--- src/hdl/bcdclk_pkg.sv ---
// Shared types, operation codes and the seven-segment table of the BCD clock.
package bcdclk_pkg;

   // Operation codes carried in the low bits of the request beat.
   typedef enum logic [2:0] {
      OP_NONE        = 3'd0,
      OP_TICK        = 3'd1,
      OP_TOGGLE_SET  = 3'd2,
      OP_CURSOR_SEC  = 3'd3,
      OP_CURSOR_HOUR = 3'd4,
      OP_DIGIT_UP    = 3'd5,
      OP_DIGIT_DOWN  = 3'd6
   } op_type;

   // Digit positions, hour tens first.
   typedef enum logic [2:0] {
      POS_HOUR_TENS   = 3'd0,
      POS_HOUR_UNITS  = 3'd1,
      POS_MIN_TENS    = 3'd2,
      POS_MIN_UNITS   = 3'd3,
      POS_SEC_TENS    = 3'd4,
      POS_SEC_UNITS   = 3'd5
   } pos_type;

   typedef struct packed {
      logic [3:0] second_units;
      logic [2:0] second_tens;
      logic [3:0] minute_units;
      logic [2:0] minute_tens;
      logic [3:0] hour_units;
      logic [1:0] hour_tens;
   } time_type;

   localparam logic [7:0] TICKS_RESET = 8'd16;
   localparam logic [7:0] SEG_DP      = 8'h80;

   // Segment pattern of one BCD digit, bits 6..0 are g..a.
   function automatic logic [7:0] seg_of(input logic [3:0] digit);
      logic [7:0] seg;
      unique case (digit)
         4'd0:    seg = 8'h3F;
         4'd1:    seg = 8'h06;
         4'd2:    seg = 8'h5B;
         4'd3:    seg = 8'h4F;
         4'd4:    seg = 8'h66;
         4'd5:    seg = 8'h6D;
         4'd6:    seg = 8'h7D;
         4'd7:    seg = 8'h07;
         4'd8:    seg = 8'h7F;
         4'd9:    seg = 8'h6F;
         default: seg = 8'h00;
      endcase
      return seg;
   endfunction

endpackage

--- src/hdl/bcd_clock_with_set_keys.sv ---
// Top level of the 24-hour BCD clock with set keys.
//
// Usage: each request beat carries one operation (none, tick, toggle set
// mode, cursor moves, digit up or down) and a scan position. Every request
// beat yields exactly one response beat with all six time digits, the set
// mode flag, the edit cursor and the seven-segment pattern of the scanned
// digit, all taken after the operation has been applied.
// In run mode a prescaler counts tick operations and the time advances one
// second each time it reaches ticks_per_second (csr_wdata on csr_we; reset
// value 16). In set mode the clock is halted and the keys edit the digit
// under the cursor.
// A request beat is captured in an input register; when it is processed,
// the state update and the response register load happen together. One
// beat is accepted every cycle while the response side keeps up; the
// single-pass state update sets that figure.
// When the receiver stalls, the response register holds its beat and the
// input register holds the next one; req_tready drops only when both are
// full. Reset clears both registers, the time to 00:00:00, run mode,
// cursor on seconds units and the prescaler, and restores the register.
module bcd_clock_with_set_keys (
   input  logic        clock,
   input  logic        reset,
   // Request: [2:0] operation, [5:3] scan_position, [7:6] zero.
   input  logic        req_tvalid,
   output logic        req_tready,
   input  logic [7:0]  req_tdata,
   // Response: [1:0] hour_tens, [5:2] hour_units, [8:6] minute_tens,
   // [12:9] minute_units, [15:13] second_tens, [19:16] second_units,
   // [20] set_mode, [23:21] cursor, [31:24] segments.
   output logic        rsp_tvalid,
   input  logic        rsp_tready,
   output logic [31:0] rsp_tdata,
   input  logic        csr_we,
   input  logic [7:0]  csr_wdata
);

   // Input register.
   logic       in_valid_ff, in_valid_in;
   logic [2:0] in_op_ff, in_op_in;
   logic [2:0] in_scan_ff, in_scan_in;

   // Clock state.
   bcdclk_pkg::time_type time_ff, time_in;
   logic       editing_ff, editing_in;
   logic [2:0] cursor_ff, cursor_in;
   logic [7:0] tick_count_ff, tick_count_in;
   logic [7:0] tps_ff, tps_in;

   // Response register.
   logic        out_valid_ff, out_valid_in;
   logic [31:0] out_data_ff, out_data_in;

   logic       advance;
   logic [7:0] tick_sum;
   logic [3:0] scan_digit;
   logic [7:0] seg;

   // One second forward with rollover, including from set hours 24..29.
   function automatic bcdclk_pkg::time_type next_second(input bcdclk_pkg::time_type t);
      bcdclk_pkg::time_type r;
      r = t;
      if (t.second_units < 4'd9) begin
         r.second_units = t.second_units + 4'd1;
      end else begin
         r.second_units = 4'd0;
         if (t.second_tens < 3'd5) begin
            r.second_tens = t.second_tens + 3'd1;
         end else begin
            r.second_tens = 3'd0;
            if (t.minute_units < 4'd9) begin
               r.minute_units = t.minute_units + 4'd1;
            end else begin
               r.minute_units = 4'd0;
               if (t.minute_tens < 3'd5) begin
                  r.minute_tens = t.minute_tens + 3'd1;
               end else begin
                  r.minute_tens = 3'd0;
                  if (t.hour_tens >= 2'd2) begin
                     if (t.hour_units >= 4'd3) begin
                        r.hour_units = 4'd0;
                        r.hour_tens  = 2'd0;
                     end else begin
                        r.hour_units = t.hour_units + 4'd1;
                     end
                  end else if (t.hour_units < 4'd9) begin
                     r.hour_units = t.hour_units + 4'd1;
                  end else begin
                     r.hour_units = 4'd0;
                     r.hour_tens  = t.hour_tens + 2'd1;
                  end
               end
            end
         end
      end
      return r;
   endfunction

   // Raise (up) or lower (not up) the digit at one position.
   function automatic bcdclk_pkg::time_type edit_digit(input bcdclk_pkg::time_type t,
                                                        input logic [2:0] pos,
                                                        input logic up);
      bcdclk_pkg::time_type r;
      logic [3:0] d;
      logic [3:0] limit;
      logic [3:0] nd;
      r = t;
      unique case (bcdclk_pkg::pos_type'(pos))
         bcdclk_pkg::POS_HOUR_TENS: begin
            d = {2'b00, t.hour_tens};
            limit = 4'd2;
         end
         bcdclk_pkg::POS_HOUR_UNITS: begin
            d = t.hour_units;
            limit = (t.hour_tens == 2'd2) ? 4'd3 : 4'd9;
         end
         bcdclk_pkg::POS_MIN_TENS: begin
            d = {1'b0, t.minute_tens};
            limit = 4'd5;
         end
         bcdclk_pkg::POS_MIN_UNITS: begin
            d = t.minute_units;
            limit = 4'd9;
         end
         bcdclk_pkg::POS_SEC_TENS: begin
            d = {1'b0, t.second_tens};
            limit = 4'd5;
         end
         default: begin
            d = t.second_units;
            limit = 4'd9;
         end
      endcase
      if (up) begin
         nd = (d < limit) ? d + 4'd1 : 4'd0;
      end else begin
         nd = (d > 4'd0) ? d - 4'd1 : 4'd0;
      end
      unique case (bcdclk_pkg::pos_type'(pos))
         bcdclk_pkg::POS_HOUR_TENS:  r.hour_tens    = nd[1:0];
         bcdclk_pkg::POS_HOUR_UNITS: r.hour_units   = nd;
         bcdclk_pkg::POS_MIN_TENS:   r.minute_tens  = nd[2:0];
         bcdclk_pkg::POS_MIN_UNITS:  r.minute_units = nd;
         bcdclk_pkg::POS_SEC_TENS:   r.second_tens  = nd[2:0];
         default:                    r.second_units = nd;
      endcase
      return r;
   endfunction

   // The pending request is processed when the response register is free
   // or is handing its beat over in this cycle.
   assign advance    = in_valid_ff && (!out_valid_ff || rsp_tready);
   assign req_tready = !in_valid_ff || advance;
   assign rsp_tvalid = out_valid_ff;
   assign rsp_tdata  = out_data_ff;

   assign tick_sum = tick_count_ff + 8'd1;

   always_comb begin
      in_valid_in = in_valid_ff;
      in_op_in    = in_op_ff;
      in_scan_in  = in_scan_ff;
      if (req_tready) begin
         in_valid_in = req_tvalid;
         in_op_in    = req_tdata[2:0];
         in_scan_in  = req_tdata[5:3];
      end
   end

   always_comb begin
      time_in       = time_ff;
      editing_in    = editing_ff;
      cursor_in     = cursor_ff;
      tick_count_in = tick_count_ff;
      unique case (bcdclk_pkg::op_type'(in_op_ff))
         bcdclk_pkg::OP_TICK: begin
            // The prescaler runs in both modes; only run mode moves the time.
            if (tick_sum >= tps_ff) begin
               tick_count_in = 8'd0;
               if (!editing_ff) begin
                  time_in = next_second(time_ff);
               end
            end else begin
               tick_count_in = tick_sum;
            end
         end
         bcdclk_pkg::OP_TOGGLE_SET: begin
            editing_in = !editing_ff;
            if (!editing_ff) begin
               cursor_in = 3'(bcdclk_pkg::POS_SEC_UNITS);
            end
         end
         bcdclk_pkg::OP_CURSOR_SEC: begin
            if (editing_ff && cursor_ff < 3'(bcdclk_pkg::POS_SEC_UNITS)) begin
               cursor_in = cursor_ff + 3'd1;
            end
         end
         bcdclk_pkg::OP_CURSOR_HOUR: begin
            if (editing_ff && cursor_ff > 3'(bcdclk_pkg::POS_HOUR_TENS)) begin
               cursor_in = cursor_ff - 3'd1;
            end
         end
         bcdclk_pkg::OP_DIGIT_UP: begin
            if (editing_ff) begin
               time_in = edit_digit(time_ff, cursor_ff, 1'b1);
            end
         end
         bcdclk_pkg::OP_DIGIT_DOWN: begin
            if (editing_ff) begin
               time_in = edit_digit(time_ff, cursor_ff, 1'b0);
            end
         end
         default: begin
         end
      endcase
   end

   // Scanned digit comes from the updated time.
   always_comb begin
      unique case (in_scan_ff)
         3'(bcdclk_pkg::POS_HOUR_TENS):  scan_digit = {2'b00, time_in.hour_tens};
         3'(bcdclk_pkg::POS_HOUR_UNITS): scan_digit = time_in.hour_units;
         3'(bcdclk_pkg::POS_MIN_TENS):   scan_digit = {1'b0, time_in.minute_tens};
         3'(bcdclk_pkg::POS_MIN_UNITS):  scan_digit = time_in.minute_units;
         3'(bcdclk_pkg::POS_SEC_TENS):   scan_digit = {1'b0, time_in.second_tens};
         3'(bcdclk_pkg::POS_SEC_UNITS):  scan_digit = time_in.second_units;
         default:                        scan_digit = 4'd0;
      endcase
      if (in_scan_ff > 3'(bcdclk_pkg::POS_SEC_UNITS)) begin
         // Positions past the last digit are blank.
         seg = 8'h00;
      end else if (in_scan_ff == 3'(bcdclk_pkg::POS_HOUR_UNITS) ||
                   in_scan_ff == 3'(bcdclk_pkg::POS_MIN_UNITS)) begin
         // The decimal point separates hours, minutes and seconds.
         seg = bcdclk_pkg::seg_of(scan_digit) | bcdclk_pkg::SEG_DP;
      end else begin
         seg = bcdclk_pkg::seg_of(scan_digit);
      end
   end

   always_comb begin
      out_valid_in = out_valid_ff;
      out_data_in  = out_data_ff;
      if (advance) begin
         out_valid_in = 1'b1;
         out_data_in  = {seg, cursor_in, editing_in,
                         time_in.second_units, time_in.second_tens,
                         time_in.minute_units, time_in.minute_tens,
                         time_in.hour_units, time_in.hour_tens};
      end else if (rsp_tready) begin
         out_valid_in = 1'b0;
      end
   end

   assign tps_in = csr_we ? csr_wdata : tps_ff;

   always_ff @(posedge clock) begin
      if (reset) begin
         in_valid_ff   <= 1'b0;
         out_valid_ff  <= 1'b0;
         time_ff       <= '0;
         editing_ff    <= 1'b0;
         cursor_ff     <= 3'(bcdclk_pkg::POS_SEC_UNITS);
         tick_count_ff <= 8'd0;
         tps_ff        <= bcdclk_pkg::TICKS_RESET;
      end else begin
         in_valid_ff  <= in_valid_in;
         out_valid_ff <= out_valid_in;
         tps_ff       <= tps_in;
         if (advance) begin
            time_ff       <= time_in;
            editing_ff    <= editing_in;
            cursor_ff     <= cursor_in;
            tick_count_ff <= tick_count_in;
         end
      end
   end

   always_ff @(posedge clock) begin
      in_op_ff    <= in_op_in;
      in_scan_ff  <= in_scan_in;
      out_data_ff <= out_data_in;
   end

endmodule

--- config.mk ---
export PLATFORM = sky130hd
export DESIGN_NAME = bcd_clock_with_set_keys
export DESIGN_NICKNAME = d
export VERILOG_FILES = /design/src/hdl/bcdclk_pkg.sv /design/src/hdl/bcd_clock_with_set_keys.sv
export SDC_FILE = /design/constraint.sdc
export NUM_CORES = 1
export LEC_CHECK = 0
export ABC_AREA = 1
export BUFFER_PORTS_ARGS = -buffer_cell sky130_fd_sc_hd__buf_2
export CAP_MARGIN = 10
export CORE_MARGIN = 5
export CORE_UTILIZATION = 31
export CTS_CLUSTER_DIAMETER = 100
export DETAILED_ROUTE_END_ITERATION = 7
export HOLD_SLACK_MARGIN = 0.12
export PLACE_DENSITY = 0.49
export SYNTH_ARGS = -nofsm -noshare
export SYNTH_HDL_FRONTEND = slang
export SYNTH_SLANG_ARGS = --single-unit
--- constraint.sdc ---
create_clock -name clock -period 5.7 [get_ports clock]
set_input_delay 1.425 -clock clock [delete_from_list [all_inputs] [get_ports clock]]
set_output_delay 1.425 -clock clock [all_outputs]
set_load 0.01 [all_outputs]
==> summary.txt <==
Run status
  • Outcome: finished clean

Global route
  • Maximum number of pins on one net before global-route repair: 45
  • Wire length of the first global-routing pass: 27.7 mm
  • Initial antenna violation count: 0
  • GRT Total Usage: between 15 and 20%
  • Vias in the first global route: 5,056
  • GRT overflow: 0
  • GR Util met1: ~22%
  • Global routing's busiest layer: met2
  • GR Util met2: 26.1%
  • M3 GR Usage: under 10%

Floorplan
  • FP Rows: 50
  • DIE HEIGHT: 147 um
  • Starting Density: between 30% and 40%
  • Die area: 21,700 um^2
  • Die Width: ~150 um
  • CORE AREA: roughly 19,000 um^2
  • # IOs: 55

Yosys
  • Syn nets: 896
  • Mapped Cells: 840
  • Top FF cell, synth: dfxtp_1
  • Async SR Flop Fraction: 0%
  • Yosys synthesis warning count: 0
  • Netlist cell types: 41
  • Cell area after synthesis: 5840 um^2
  • Post-synth EDFFs: 38
  • Synthesized flop and latch total: 80
  • Seq/Total Area, Yosys: around a third
  • Mapped Avg Cell Area: approximately 7 um^2

Layout
  • Nets: about 940
  • Util after Layout: between 30 and 40%
  • Synthesis-to-finish area growth: 13.6%
  • Antenna Diode Count: 0
  • Fraction of layout cells with a size suffix above 1: 15.2%

Critical path
  • Reg-to-reg startpoint: cursor_ff[2]
  • FF-to-FF path depth: 24
  • Crit path DAT: 4.55 ns
  • Setup crit start kind: register
  • Worst r2r dst: rsp_tdata[29]
  • Max incr delay on CP: 0.71 ns
  • CP required: roughly 5.8 ns
  • Slowest CP cell: dfxtp_1
  • Worst setup EP type: register
  • WS Path Type: reg -> reg
  • Critical Path Start: cursor_ff[2]
  • Sequence of cells on the critical path: inv_2, ha_1, nand2_1, nand3_1, o21ai_1, inv_1, ha_1, a21oi_1, nand3_1, nand2_2, nand2_1, nand2_1, nand2_1, nand3_1, nand2_1, nand2_1, inv_1, nand2_1, inv_1, ha_1, inv_1, nand3_1, nand3_1, a21oi_1
  • Worst R2R Setup Slack: 1.25 ns
  • Crit Path Max Fanout: 11
  • Crit path top cell by count: nand2_1

CTS
  • Htree depth: 3
  • Skew-Pair Late Insertion Delay: between 0.3 and 0.4 ns
  • PostCTS Resize Cnt: 0
  • TritonCTS Buffers: 9
  • CTS max path bufs: 2
  • CTS Hold Buffers Added: 0
  • CTS tree: yes
  • Clock slew at reported path FFs: ~0.070 ns
  • CTS Sinks: 80
  • Post-CTS setup buffers: 0
  • Clock root buffer: clkbuf_16

Power
  • Net Sw Frac: ~34%
  • Comb power frac: approximately a quarter
  • Clk pwr share: approximately 36%
  • Register share of total power: about two fifths
  • Leakage power total: ~0.0033 uW
  • Pint: ~1100 uW
  • Reported net switching power: approximately 570 uW
  • Total power per unit cell area: 248 nW/um^2
  • Maximum vdd drop: between 0.1 and 0.15 mV

Timing
  • RSZ-0062 raised after global routing: false
  • Setup_tns: 0 ns
  • Slew @ Worst Pin: 0.922 ns
  • Hold Violations, Final: 0
  • Worst Clk Skew: roughly 0.010 ns
  • Final Cycle Share: 78.1%
  • Relative slew slack: approximately two fifths
  • Fin. max-slew vios: 0
  • Final setup violation count: 0
  • Tmin final: about 4.5 ns
  • Fmax: 225 MHz

Hold path
  • Worst Hold End: tick_count_ff[6]
  • WHS Path Cells: 2
  • Hold Crit Class: reg -> reg
  • Hold Crit Start: tick_count_ff[6]

Drt
  • Via-to-Cell Ratio: 4.84
  • Post-DRT Antenna Nets: 0
  • First-pass detailed-route iteration total: 5
  • DRC: 0
  • DR vias: about 5,500
  • Final wirelength: roughly 17 mm
  • Wire per inst: 15.3 um
  • DR iter-0 viols: 384

Placement
  • Post-DP HPWL: ~12 mm
  • Routability cong.: ~0.84
  • Port-buffer cells: 52

Job
  • Max-cap violations: 0
-- cells in the final DEF, fill, tap and decap left out, drive strengths merged --
master and instances:
a211oi 1, a21oi 62, a22oi 2, a2bb2oi 1, a31oi 1, buf 57, clkbuf 10, clkinv 5
clkinvlp 3, dfxtp 42, edfxtp 38, ha 35, inv 125, nand2 262, nand3 58, nand3b 1
nand4 6, nor2 60, nor3 15, nor3b 1, o211ai 8, o21a 1, o21ai 79, o21bai 1
o22ai 2, o2bb2ai 1, o31ai 3, o41ai 1, xnor2 2, xor2 9
-- Yosys cell counts (all sizes together) (2+ instances only) --
cell type	count	area share (%)
ha	35	7.5
clkinv	4	0.26
o22ai	2	0.21
inv	123	7.9
a21oi	62	5.3
a22oi	2	0.26
o211ai	8	1.1
dfxtp	42	14
nand2	262	18
o21ai	79	7.1
clkbuf	19	1.2
nand3	58	6.1
nor2	60	5.4
o31ai	3	0.39
nor3	15	1.5
nand4	6	0.64
xnor2	2	0.30
xor2	9	1.4
edfxtp	38	20
buf	2	0.28
-- per-stage QoR --
| stage | setup WS (ns) | power, uW | hold WS, ns | cells | instance area, um^2 |
|---|---|---|---|---|---|
| floorplan | 2.23 | 959 | 0.440 | 840 | 5840 |
| global placement | 1.24 | 1070 | 0.460 | 1110 | 6340 |
| detailed placement | 1.31 | 1070 | 0.461 | 1110 | 6340 |
| CTS | 1.26 | 1660 | 0.471 | 1126 | 6630 |
| global route | 0.866 | 1740 | 0.507 | 1126 | 6630 |
| finish | 1.25 | 1650 | 0.471 | 1126 | 6630 |
-- final cells by class --
class | count | area [um^2]
multi-input cells | 612 | 3290
inverters | 127 | 477
well taps | 234 | 293
repair buffers | 57 | 298
flip-flops and latches | 80 | 1980
clock inverters | 6 | 51.3
fillers | 2041 | 12000
clock buffers | 10 | 239
-- registers in the layout (all words and copies together), names as in the netlist --
name / cells
in_valid_ff: 1
in_op_ff: 3
cursor_ff: 3
editing_ff: 1
rsp_tvalid: 1
in_scan_ff: 3
time_ff: 20
rsp_tdata: 32
tps_ff: 8
tick_count_ff: 8
-- worst max-delay path by stage --
stage / to / slack, ns / depth (start not counted)
floorplan: rsp_tdata[29] / 2.23 / 24
global placement: rsp_tdata[29] / 1.24 / 24
detailed placement: rsp_tdata[29] / 1.31 / 24
CTS: rsp_tdata[29] / 1.26 / 24
global route: rsp_tdata[29] / 0.87 / 24
finish: rsp_tdata[29] / 1.25 / 24
-- critical path, delay by kind of cell, from the launching register on --
| kind | cells | cell delay, ns |
|---|---|---|
| AND/OR/NAND/NOR | 13 | 1.44 |
| buffers and inverters | 5 | 0.54 |
| flip-flops | 1 | 0.71 |
| AO/OA/AOI/OAI | 3 | 0.57 |
| adder cells (fa/ha/maj) | 3 | 0.93 |
-- cells by family (layout without fill, tap and decap cells) --
| group | count (synthesis) | after routing | synth area share (%) |
|---|---|---|---|
| simple gates | 403 | 403 | 31.9 |
| buf+inv | 148 | 200 | 9.67 |
| compound gates | 163 | 163 | 15.3 |
| xor+xnor | 11 | 11 | 1.65 |
| flops | 80 | 80 | 33.9 |
| fa+ha+maj | 35 | 35 | 7.50 |
-- power groups by stage --
stage	clock network, uW	logic, uW	registers [uW]
2_1_floorplan	0	274	685
3_3_place_gp	0	385	688
3_5_place_dp	0	386	687
4_1_cts	599	388	675
5_1_grt	625	437	679
6_report	587	386	675
-- per-layer routing --
layer	vias up	wire length (um)
li1	2826	-
met5	-	0
met4	0	214
met3	17	840
met2	133	7890
met1	2477	8230
Power figures use the tool's default switching activity.
